`config.mk`:
```
export PLATFORM = sky130hd
export DESIGN_NAME = gst_key_regs
export DESIGN_NICKNAME = d
export VERILOG_FILES = /design/src/rtl/gst_pkg.sv /design/src/rtl/gst_key_regs.sv
export SDC_FILE = /design/constraint.sdc
export NUM_CORES = 1
export LEC_CHECK = 0
export ABC_AREA = 0
export BUFFER_PORTS_ARGS = -buffer_cell sky130_fd_sc_hd__buf_4
export CAP_MARGIN = 20
export CORE_ASPECT_RATIO = 0.8
export CORE_MARGIN = 1.5
export CORE_UTILIZATION = 35
export CTS_CLUSTER_DIAMETER = 60
export CTS_CLUSTER_SIZE = 24
export DETAILED_ROUTE_END_ITERATION = 8
export GPL_ROUTABILITY_DRIVEN = 1
export GPL_TIMING_DRIVEN = 0
export MAX_ROUTING_LAYER = met4
export PLACE_DENSITY = 0.69
export SKIP_CTS_REPAIR_TIMING = 1
export SLEW_MARGIN = 10
export SYNTH_ARGS = -nofsm -noshare
export SYNTH_HDL_FRONTEND = slang
export SYNTH_SLANG_ARGS = --single-unit
```
`constraint.sdc`:
```
create_clock -name clock -period 1.3 [get_ports clock]
set_input_delay 0.325 -clock clock [delete_from_list [all_inputs] [get_ports clock]]
set_output_delay 0.325 -clock clock [all_outputs]
set_load 0.1 [all_outputs]
```
`src/rtl/gst_pkg.sv`:
```
// Shared types, constants and round functions for the GOST 28147-89 cipher.
// Depends on nothing; every other file but gst_checker imports it.
package gst_pkg;

   localparam int NUM_ROUNDS = 32;
   localparam int ROUND_W    = $clog2(NUM_ROUNDS);
   localparam int KEY_WORDS  = 8;
   localparam int KEY_IDX_W  = $clog2(KEY_WORDS);
   localparam int WORD_W     = 32;
   localparam int ROT_AMOUNT = 11;

   // Mode codes carried with each transaction.
   localparam logic MODE_ENCRYPT = 1'b0;
   localparam logic MODE_DECRYPT = 1'b1;

   typedef logic [3:0] sbox_type [8][16];

   // Substitution boxes; box i serves nibble i counted from the LSB end.
   localparam sbox_type SBOX = '{
      '{4'h4, 4'ha, 4'h9, 4'h2, 4'hd, 4'h8, 4'h0, 4'he,
        4'h6, 4'hb, 4'h1, 4'hc, 4'h7, 4'hf, 4'h5, 4'h3},
      '{4'he, 4'hb, 4'h4, 4'hc, 4'h6, 4'hd, 4'hf, 4'ha,
        4'h2, 4'h3, 4'h8, 4'h1, 4'h0, 4'h7, 4'h5, 4'h9},
      '{4'h5, 4'h8, 4'h1, 4'hd, 4'ha, 4'h3, 4'h4, 4'h2,
        4'he, 4'hf, 4'hc, 4'h7, 4'h6, 4'h0, 4'h9, 4'hb},
      '{4'h7, 4'hd, 4'ha, 4'h1, 4'h0, 4'h8, 4'h9, 4'hf,
        4'he, 4'h4, 4'h6, 4'hc, 4'hb, 4'h2, 4'h5, 4'h3},
      '{4'h6, 4'hc, 4'h7, 4'h1, 4'h5, 4'hf, 4'hd, 4'h8,
        4'h4, 4'ha, 4'h9, 4'he, 4'h0, 4'h3, 4'hb, 4'h2},
      '{4'h4, 4'hb, 4'ha, 4'h0, 4'h7, 4'h2, 4'h1, 4'hd,
        4'h3, 4'h6, 4'h8, 4'h5, 4'h9, 4'hc, 4'hf, 4'he},
      '{4'hd, 4'hb, 4'h4, 4'h1, 4'h3, 4'hf, 4'h5, 4'h9,
        4'h0, 4'ha, 4'he, 4'h7, 4'h6, 4'h8, 4'h2, 4'hc},
      '{4'h1, 4'hf, 4'hd, 4'h0, 4'h5, 4'h7, 4'ha, 4'h4,
        4'h9, 4'h2, 4'h3, 4'he, 4'h6, 4'hb, 4'h8, 4'hc}
   };

   // One pipeline slot: valid bit, mode and the two Feistel halves.
   typedef struct packed {
      logic              valid;
      logic              mode;
      logic [WORD_W-1:0] left;
      logic [WORD_W-1:0] right;
   } stage_type;

   typedef logic [KEY_WORDS-1:0][WORD_W-1:0] key_array_type;

   // Round function: modular add, nibble substitution, rotate left by eleven.
   function automatic logic [WORD_W-1:0] round_fn(input logic [WORD_W-1:0] half,
                                                  input logic [WORD_W-1:0] key);
      logic [WORD_W-1:0] sum;
      logic [WORD_W-1:0] sub;
      sum = half + key;
      for (int n = 0; n < 8; n++) begin
         sub[4*n +: 4] = SBOX[n][sum[4*n +: 4]];
      end
      return {sub[WORD_W-ROT_AMOUNT-1:0], sub[WORD_W-1:WORD_W-ROT_AMOUNT]};
   endfunction

   // Key schedule: encryption runs 0..7 three times then 7..0; decryption
   // runs 0..7 once then 7..0 three times.
   function automatic logic [KEY_IDX_W-1:0] key_sel(input logic [ROUND_W-1:0] rnd,
                                                    input logic mode);
      logic [KEY_IDX_W-1:0] fwd;
      logic                 forward;
      fwd = rnd[KEY_IDX_W-1:0];
      if (mode == MODE_ENCRYPT) begin
         forward = (rnd[ROUND_W-1:KEY_IDX_W] != 2'b11);
      end else begin
         forward = (rnd[ROUND_W-1:KEY_IDX_W] == 2'b00);
      end
      return forward ? fwd : ~fwd;
   endfunction

endpackage

```
`src/rtl/gst_key_regs.sv`:
```
// Key register file: eight 32-bit key words written through the CSR port.
// Depends on gst_pkg for widths and the key array type.
module gst_key_regs (
   input  logic                        clock,
   input  logic                        reset,
   input  logic                        csr_write,
   input  logic [gst_pkg::KEY_IDX_W-1:0] csr_index,
   input  logic [gst_pkg::WORD_W-1:0]  csr_data,
   output gst_pkg::key_array_type      key_words
);
   import gst_pkg::*;

   key_array_type key_ff;
   key_array_type key_in;

   // Replace the addressed word on a write.
   always_comb begin
      key_in = key_ff;
      if (csr_write) begin
         key_in[csr_index] = csr_data;
      end
   end

   // Keys reset to zero.
   always_ff @(posedge clock) begin
      if (reset) begin
         key_ff <= '0;
      end else begin
         key_ff <= key_in;
      end
   end

   assign key_words = key_ff;

endmodule

```
==> run metrics <==
Leakage 7.97 nW; Yosys warnings 0; routability cong. 0.775; Post-synth EDFFs 0; Worst setup EP type output pin; Root Buffer clkbuf_16; Peak supply drop 0.000831 V; syn nets 943; mapped cell area 10000 um^2; Syn-to-layout area delta 72.8%; CP Class register to output pin; slowest CP cell dfxtp_2; post-route ant nets 0; Num Clock Sinks 256; ratio of cells with drive above 1 in the final layout 54.1%; Hold Fails Final Rpt 0; Max Clock Freq 716 MHz; final setup vio count 256; H-tree depth 1; fin nets 1302; worst reg2reg setup slack 0.51 ns; WL/cell 20.7 um; R2R depth 3; synthesized instance count 905; period utilisation layout 107%; max FFs per register 256; die area 29700 um^2; number of buffers created by CTS 19; Vias/cell 4.67; CTS tree yes; crit path launch type register; fillers 2126; dominant synthesized flop cell dfxtp_1; Synth area leaders dfxtp_1 51%, mux2i_1 26%, nand2b_1 18%; Routed WL 34.1 mm; top post-synthesis cells by count 288 x nand2b_1, 256 x dfxtp_1, 256 x mux2i_1; worst path bufs/invs 1; largest net degree at the start of global routing 25; CP max stage delay 0.38 ns; Skew-Pair Late Insertion Delay 0.49 ns; Relative slew margins 63.5%; register area share after synthesis 51.1%; Post-DP HPWL 22.3 mm; initial antenna violation count 1; Max FO, Critical Path 2; Clock Skew 0 ns; DRT iter0 DRCs 203; FP Rows 55; Pins Over Slew Limit 0; hold path cells 3; vias in the first global route 7305; Syn Area/Cell 11.1 um^2; Worst Hold Launch csr_index[1]; first-pass GRT wire length 45.1 mm; fin crit period 1.40 ns; worst r2r src key_words[114]$_SDFFE_PP0P_; PwrDens 1020 nW/um^2; port buffer count 288; CTS clk-pin slew, worst paths 0.09 ns; r2r endpoint key_words[114]$_SDFFE_PP0P_; Async SR Flop Fraction 0%; GRT Total Usage 20.7%; area leader, netlist dfxtp_1; via count 7688; chip height 154 um; Post-Layout Cell Count 1648; WP data arrival 1.07 ns; Synth cell types 15; Hold WC Path Type input port to register; dpl cells 1563; Hold Path Sink key_words[0]$_SDFFE_PP0P_; max cap viols 0; unrepaired setup endpoints after global routing yes; die width 192 um; Initial DRT Pass Iterations 4; failing checks negative setup slack; post-detailed-route DRC marker count 0; crit-path leading delay family flip-flops; status finished with violations; setup TNS -17.66 ns; grt total ovfl 0; Initial Util 35.5%; Clock Tree Buf Depth 3; CP Cell Sequence buf_12; most frequent cell after synthesis nand2b_1; number of I/O pins 294; total core area 28200 um^2; Yosys top cell area share 51.1%; Slew @ Worst Pin 0.545 ns; Crit path required time 0.98 ns; Seq cells post-synth 256; final setup margin -0.0963 ns
layout make-up:
type                    count  area (um^2)  area share [%]
repair buffers            339         5750            33.2
flip-flops and latches    256         5470            31.6
multi-input cells         554         4480            25.9
clock buffers              21          493            2.85
plain buffers              94          480            2.77
well taps                 370          463            2.67
clock inverters            12          179            1.03
diodes                      2         5.00          0.0289
kinds of logic after synthesis:
| logic type | after synthesis | share of synthesized area (%) |
|---|---|---|
| and+or+nand+nor | 298 | 19.1 |
| DFF | 256 | 51.1 |
| buffers and inverters | 95 | 4.18 |
| muxes | 256 | 25.6 |
through the flow:
stage | setup slack, ns | util (%) | power [mW] | area, um^2 | hold WS [ns]
global placement | -0.845 | 44.9 | 10.8 | 12700 | 0.459
CTS | -0.354 | 47.3 | 17.3 | 13300 | 0.153
floorplan | -0.0630 | - | 10.2 | 10000 | 0.636
global route | -0.130 | 61.4 | 18.3 | 17300 | 0.154
detailed placement | -0.894 | 44.9 | 10.8 | 12700 | 0.461
finish | -0.0963 | 61.4 | 17.7 | 17300 | 0.167
how the worst max path moves through the flow:
stage                                           start                           to  slack [ns]  depth (start not counted)
after floorplan                          csr_index[1]   key_words[21]$_SDFFE_PP0P_       -0.06                          4
after global placement                          reset  key_words[252]$_SDFFE_PP0P_       -0.84                          6
after detailed placement                        reset  key_words[247]$_SDFFE_PP0P_       -0.89                          6
after CTS                                       reset  key_words[247]$_SDFFE_PP0P_       -0.35                          6
after global routing      key_words[170]$_SDFFE_PP0P_               key_words[170]       -0.13                          1
final                     key_words[115]$_SDFFE_PP0P_               key_words[115]        -0.1                          1
worst min-delay path: cells and delay by family:
kind	cells	cell delay (ns)
muxes	1	0.12
buffers and inverters	1	0.10
and+or+nand+nor	1	0.08
placed cells by master, fill, tap and decap left out, types with 8 or more instances in the layout:
| master | Yosys | routed |
|---|---|---|
| mux2i_1 | 256 | 256 |
| dfxtp_4 | 0 | 11 |
| clkbuf_4 | 0 | 8 |
| clkbuf_2 | 1 | 19 |
| buf_12 | 0 | 256 |
| buf_4 | 3 | 85 |
| dfxtp_2 | 0 | 245 |
| clkbuf_16 | 0 | 19 |
| nand2b_1 | 288 | 288 |
| buf_1 | 11 | 11 |
| clkbuf_1 | 50 | 23 |
| buf_2 | 28 | 29 |
per-layer routing:
metal	vias to the layer above	GRT usage (%)	wire length (um)
met5	-	-	0
met4	0	3.77	678
met3	41	6.13	2440
met2	219	32.3	16400
met1	3758	26.7	14600
li1	3670	-	-
where the power goes:
group / switching (mW) / internal [mW]
Combinational: 1.93 / 1.13
Sequential: 0.193 / 8.02
Clock: 3.26 / 3.17
Total: 5.38 / 12.3
No activity file was read; power rests on OpenSTA's default activity.
