File: src/rtl/gst_pkg.sv
// Shared types, constants and round functions for the GOST 28147-89 cipher.
// Depends on nothing; every other file but gst_checker imports it.
package gst_pkg;

   localparam int NUM_ROUNDS = 32;
   localparam int ROUND_W    = $clog2(NUM_ROUNDS);
   localparam int KEY_WORDS  = 8;
   localparam int KEY_IDX_W  = $clog2(KEY_WORDS);
   localparam int WORD_W     = 32;
   localparam int ROT_AMOUNT = 11;

   // Mode codes carried with each transaction.
   localparam logic MODE_ENCRYPT = 1'b0;
   localparam logic MODE_DECRYPT = 1'b1;

   typedef logic [3:0] sbox_type [8][16];

   // Substitution boxes; box i serves nibble i counted from the LSB end.
   localparam sbox_type SBOX = '{
      '{4'h4, 4'ha, 4'h9, 4'h2, 4'hd, 4'h8, 4'h0, 4'he,
        4'h6, 4'hb, 4'h1, 4'hc, 4'h7, 4'hf, 4'h5, 4'h3},
      '{4'he, 4'hb, 4'h4, 4'hc, 4'h6, 4'hd, 4'hf, 4'ha,
        4'h2, 4'h3, 4'h8, 4'h1, 4'h0, 4'h7, 4'h5, 4'h9},
      '{4'h5, 4'h8, 4'h1, 4'hd, 4'ha, 4'h3, 4'h4, 4'h2,
        4'he, 4'hf, 4'hc, 4'h7, 4'h6, 4'h0, 4'h9, 4'hb},
      '{4'h7, 4'hd, 4'ha, 4'h1, 4'h0, 4'h8, 4'h9, 4'hf,
        4'he, 4'h4, 4'h6, 4'hc, 4'hb, 4'h2, 4'h5, 4'h3},
      '{4'h6, 4'hc, 4'h7, 4'h1, 4'h5, 4'hf, 4'hd, 4'h8,
        4'h4, 4'ha, 4'h9, 4'he, 4'h0, 4'h3, 4'hb, 4'h2},
      '{4'h4, 4'hb, 4'ha, 4'h0, 4'h7, 4'h2, 4'h1, 4'hd,
        4'h3, 4'h6, 4'h8, 4'h5, 4'h9, 4'hc, 4'hf, 4'he},
      '{4'hd, 4'hb, 4'h4, 4'h1, 4'h3, 4'hf, 4'h5, 4'h9,
        4'h0, 4'ha, 4'he, 4'h7, 4'h6, 4'h8, 4'h2, 4'hc},
      '{4'h1, 4'hf, 4'hd, 4'h0, 4'h5, 4'h7, 4'ha, 4'h4,
        4'h9, 4'h2, 4'h3, 4'he, 4'h6, 4'hb, 4'h8, 4'hc}
   };

   // One pipeline slot: valid bit, mode and the two Feistel halves.
   typedef struct packed {
      logic              valid;
      logic              mode;
      logic [WORD_W-1:0] left;
      logic [WORD_W-1:0] right;
   } stage_type;

   typedef logic [KEY_WORDS-1:0][WORD_W-1:0] key_array_type;

   // Round function: modular add, nibble substitution, rotate left by eleven.
   function automatic logic [WORD_W-1:0] round_fn(input logic [WORD_W-1:0] half,
                                                  input logic [WORD_W-1:0] key);
      logic [WORD_W-1:0] sum;
      logic [WORD_W-1:0] sub;
      sum = half + key;
      for (int n = 0; n < 8; n++) begin
         sub[4*n +: 4] = SBOX[n][sum[4*n +: 4]];
      end
      return {sub[WORD_W-ROT_AMOUNT-1:0], sub[WORD_W-1:WORD_W-ROT_AMOUNT]};
   endfunction

   // Key schedule: encryption runs 0..7 three times then 7..0; decryption
   // runs 0..7 once then 7..0 three times.
   function automatic logic [KEY_IDX_W-1:0] key_sel(input logic [ROUND_W-1:0] rnd,
                                                    input logic mode);
      logic [KEY_IDX_W-1:0] fwd;
      logic                 forward;
      fwd = rnd[KEY_IDX_W-1:0];
      if (mode == MODE_ENCRYPT) begin
         forward = (rnd[ROUND_W-1:KEY_IDX_W] != 2'b11);
      end else begin
         forward = (rnd[ROUND_W-1:KEY_IDX_W] == 2'b00);
      end
      return forward ? fwd : ~fwd;
   endfunction

endpackage

File: src/rtl/gst_round.sv
// One Feistel round followed by its pipeline register and local flow control.
// Depends on gst_pkg for the stage struct and the round function.
module gst_round (
   input  logic                       clock,
   input  logic                       reset,
   input  gst_pkg::stage_type         stage_in,
   input  logic [gst_pkg::WORD_W-1:0] key_word,
   input  logic                       down_ready,
   output logic                       up_ready,
   output gst_pkg::stage_type         stage_out
);
   import gst_pkg::*;

   stage_type stage_ff;
   stage_type stage_in_next;

   // The slot can take a new transaction when empty or when it drains now.
   assign up_ready = !stage_ff.valid || down_ready;

   // Round logic: new right is left XOR F(right), new left is old right.
   always_comb begin
      stage_in_next       = stage_in;
      stage_in_next.left  = stage_in.right;
      stage_in_next.right = stage_in.left ^ round_fn(stage_in.right, key_word);
   end

   // Valid bit is reset; payload loads only with a real transaction.
   always_ff @(posedge clock) begin
      if (reset) begin
         stage_ff.valid <= 1'b0;
      end else if (up_ready) begin
         stage_ff.valid <= stage_in.valid;
         if (stage_in.valid) begin
            stage_ff.mode  <= stage_in_next.mode;
            stage_ff.left  <= stage_in_next.left;
            stage_ff.right <= stage_in_next.right;
         end
      end
   end

   assign stage_out = stage_ff;

endmodule

File: config.mk
export PLATFORM = sky130hd
export DESIGN_NAME = gst_round
export DESIGN_NICKNAME = d
export VERILOG_FILES = /design/src/rtl/gst_pkg.sv /design/src/rtl/gst_round.sv
export SDC_FILE = /design/constraint.sdc
export NUM_CORES = 1
export LEC_CHECK = 0
export BUFFER_PORTS_ARGS = -buffer_cell sky130_fd_sc_hd__clkbuf_2
export CAP_MARGIN = 10
export CORE_MARGIN = 10
export CORE_UTILIZATION = 30
export CTS_CLUSTER_SIZE = 30
export DETAILED_ROUTE_END_ITERATION = 7
export PLACE_DENSITY_LB_ADDON = 0.1
export SLEW_MARGIN = 10
export SYNTH_ARGS = -nofsm -noshare
export SYNTH_HDL_FRONTEND = slang
export SYNTH_SLANG_ARGS = --single-unit
export TNS_END_PERCENT = 20
File: constraint.sdc
create_clock -name clock -period 7.5 [get_ports clock]
set_clock_uncertainty 0.2 [all_clocks]
set_input_delay 0.75 -clock clock [delete_from_list [all_inputs] [get_ports clock]]
set_output_delay 0.75 -clock clock [all_outputs]
set_load 0.02 [all_outputs]
==> reports/results.txt <==
DR vias = 4362
postcts setup bufs = 0
Routed WL = 14400 um
Core Rows = 49
CTS tree = done
diode count = 0
Seq cells post-synth = 66
Wirelength per Cell = 15.9 um
clock sinks = 66
I/O pin cnt = 168
post-DP HPWL = 12000 um
Tot GR Track Use = 0.118
IO buf count = 167
setup tns final = 0 ps
Starting Density = 0.308
maximum clock insertion buffer count = 2
nature of the critical path startpoint = input port
syn_area_per_cell = 11.0 sq um
vias in the first global route = 4569
Worst Hold Class = input port to register
total CTS buffers = 9
R2R Setup Slk = 5590 ps
Hold Path Depth = 1
Max VDD drop = 105 uV
min-delay src = stage_in[64]
grt met1 use = 0.143
busiest layer in global routing = met2
Area Growth Syn to Fin = 24.1%
reg-to-reg endpoint = stage_out[62]
drt first-iter violations = 205
dominant synthesized flop cell = edfxtp_1
Hold EP = stage_out[64]
CP Capture Type = register
Max-cap violations = 0
RSZ-0062 raised after global routing = no
Final WS setup = 3340 ps
Worst-Skew Late Latency = 340 ps
Antenna Nets Post-Route = 0
post-synthesis cell area = 5570 sq um
count of cell types in the netlist = 66
dominant cell type by area after synthesis = edfxtp_1
crit share post-route = 0.555
Remaining DRCs = 0
Finished Layout Cells = 909
Area contributors post-synth = edfxtp_1 35%, ha_1 16%, xor2_1 5.3%
initial antenna violation count = 0
final net count = 850
Net Count, Synth = 682
dpl cells = 893
share of layout cells above drive strength 1 = 0.316
RR Startpoint = stage_out[65]
most frequent cells in the layout = 167 x clkbuf_2, 73 x ha_1, 65 x edfxtp_1
Post-CTS Resized = 0
sequential fraction of the synthesis area = 0.354
asr flop ratio synth = 0
drt via density = 4.80
CTS Root Cell = clkbuf_16
fin crit period = 4160 ps
H-Tree Depth = 3
CTS clk-pin slew, worst paths = 50 ps
slew margin rel. = 0.421
GRT met2 Usage = 0.192
Leak = 3.10 nW
critical path arrival = 4050 ps
yosys warns = 0
first-pass GRT wire length = 23200 um
core box area = 18100 sq um
Setup WS pre-CTS = 3010 ps
Post-synth EDFFs = 65
Setup violations, final = 0
total gr overflow = 0
R2R depth = 3
cts-stage hold buffer count = 0
most common cell after layout, fill and taps aside = clkbuf_2
pin count of the biggest net entering global routing = 66
max reg flops = 66
Final Hold Viols = 0
status = finished, final reports clean
Die X = 156 um
Gate Count Post-Synth = 507
grt met3 use = 0.0406
Cell Pwr Density = 219 nW/um^2
Die ar. = 24400 sq um
Slew Limit Fails = 0
worst-path maximum fanout = 6
CP Data Required Time = 7390 ps
gpl congestion = 0.745
post-synth top area share = 0.351
f_max = 240 MHz
category of the most critical setup path = input port to register
drt first pass iters = 4
Worst-Margin Slew = 869 ps
overall die height = 156 um
hold_ws = 387 ps
-- synthesized netlist by cell type, types with 5 or more instances --
cell type   n
ha_1       73
inv_1      38
nor2_1     22
o21a_1      6
nand4_1     8
o21bai_1    6
nor3_1     12
mux4_2     10
o22ai_1     5
a21o_1     11
edfxtp_1   65
a31oi_1     6
nand2_1    32
o21ai_0    12
nor2b_1     5
xor2_1     34
a21oi_1    30
xnor2_1    32
mux2i_1    15
clkbuf_1    5
buf_2       6
-- worst max-delay path: stages --
cell and delay, ps:
clkbuf_2 100, ha_1 360, and2_4 190, a221oi_2 330
a2111oi_1 150, or3_4 430, nor2_1 210, o21bai_1 110
xor2_1 420, ha_1 350, mux4_2 490, xor2_1 150
-- power by group --
part,total [W],leakage (nW),switching [W],internal (W)
clock,0.000373,0.126,0.000154,0.000219
combinational,0.000665,2.36,0.000373,0.000291
sequential,0.000476,0.615,0.00000805,0.000468
total,0.00151,3.10,0.000536,0.000978
-- kinds of logic (layout without fill, tap and decap cells) --
| group | Yosys count | count (layout) | share of synthesized area |
|---|---|---|---|
| mux | 29 | 29 | 0.0755 |
| buf+inv | 49 | 222 | 0.0344 |
| simple gates | 107 | 107 | 0.100 |
| fa+ha+maj | 74 | 74 | 0.168 |
| xor+xnor | 70 | 70 | 0.118 |
| flops | 66 | 66 | 0.354 |
| compound gates | 112 | 112 | 0.151 |
-- worst max path at each step --
stage / startpoint / slack, ps / end
after floorplan: down_ready / 1170 / stage_out[0]
after global placement: stage_in[4] / 3080 / stage_out[8]
after detailed placement: stage_in[4] / 3010 / stage_out[27]
after CTS: stage_in[4] / 3350 / stage_out[27]
after global routing: stage_in[4] / 3110 / stage_out[27]
final: stage_in[4] / 3340 / stage_out[27]
-- metrics by stage --
stage / area, sq um / util / total power (W)
finish: 6910 / 0.382 / 0.00151
CTS: 6910 / 0.382 / 0.00154
detailed placement: 6650 / 0.368 / 0.00116
global route: 6910 / 0.382 / 0.00163
floorplan: 5570 / - / 0.000995
global placement: 6650 / 0.368 / 0.00114
-- layout make-up --
type	instances	area [sq um]
timing repair buffer	168	843
multi-input combinational	392	3410
tap	229	287
clock buffer	11	233
inverter	38	143
clock inverter	5	21.3
sequential	66	1970
fill	1837	11200
-- routing by layer --
metal,wire length [um],vias up
met4,208,0
met3,1080,11
met1,6470,2030
met2,6660,116
met5,0,-
li1,-,2205
No activity file was read; power rests on OpenSTA's default activity.
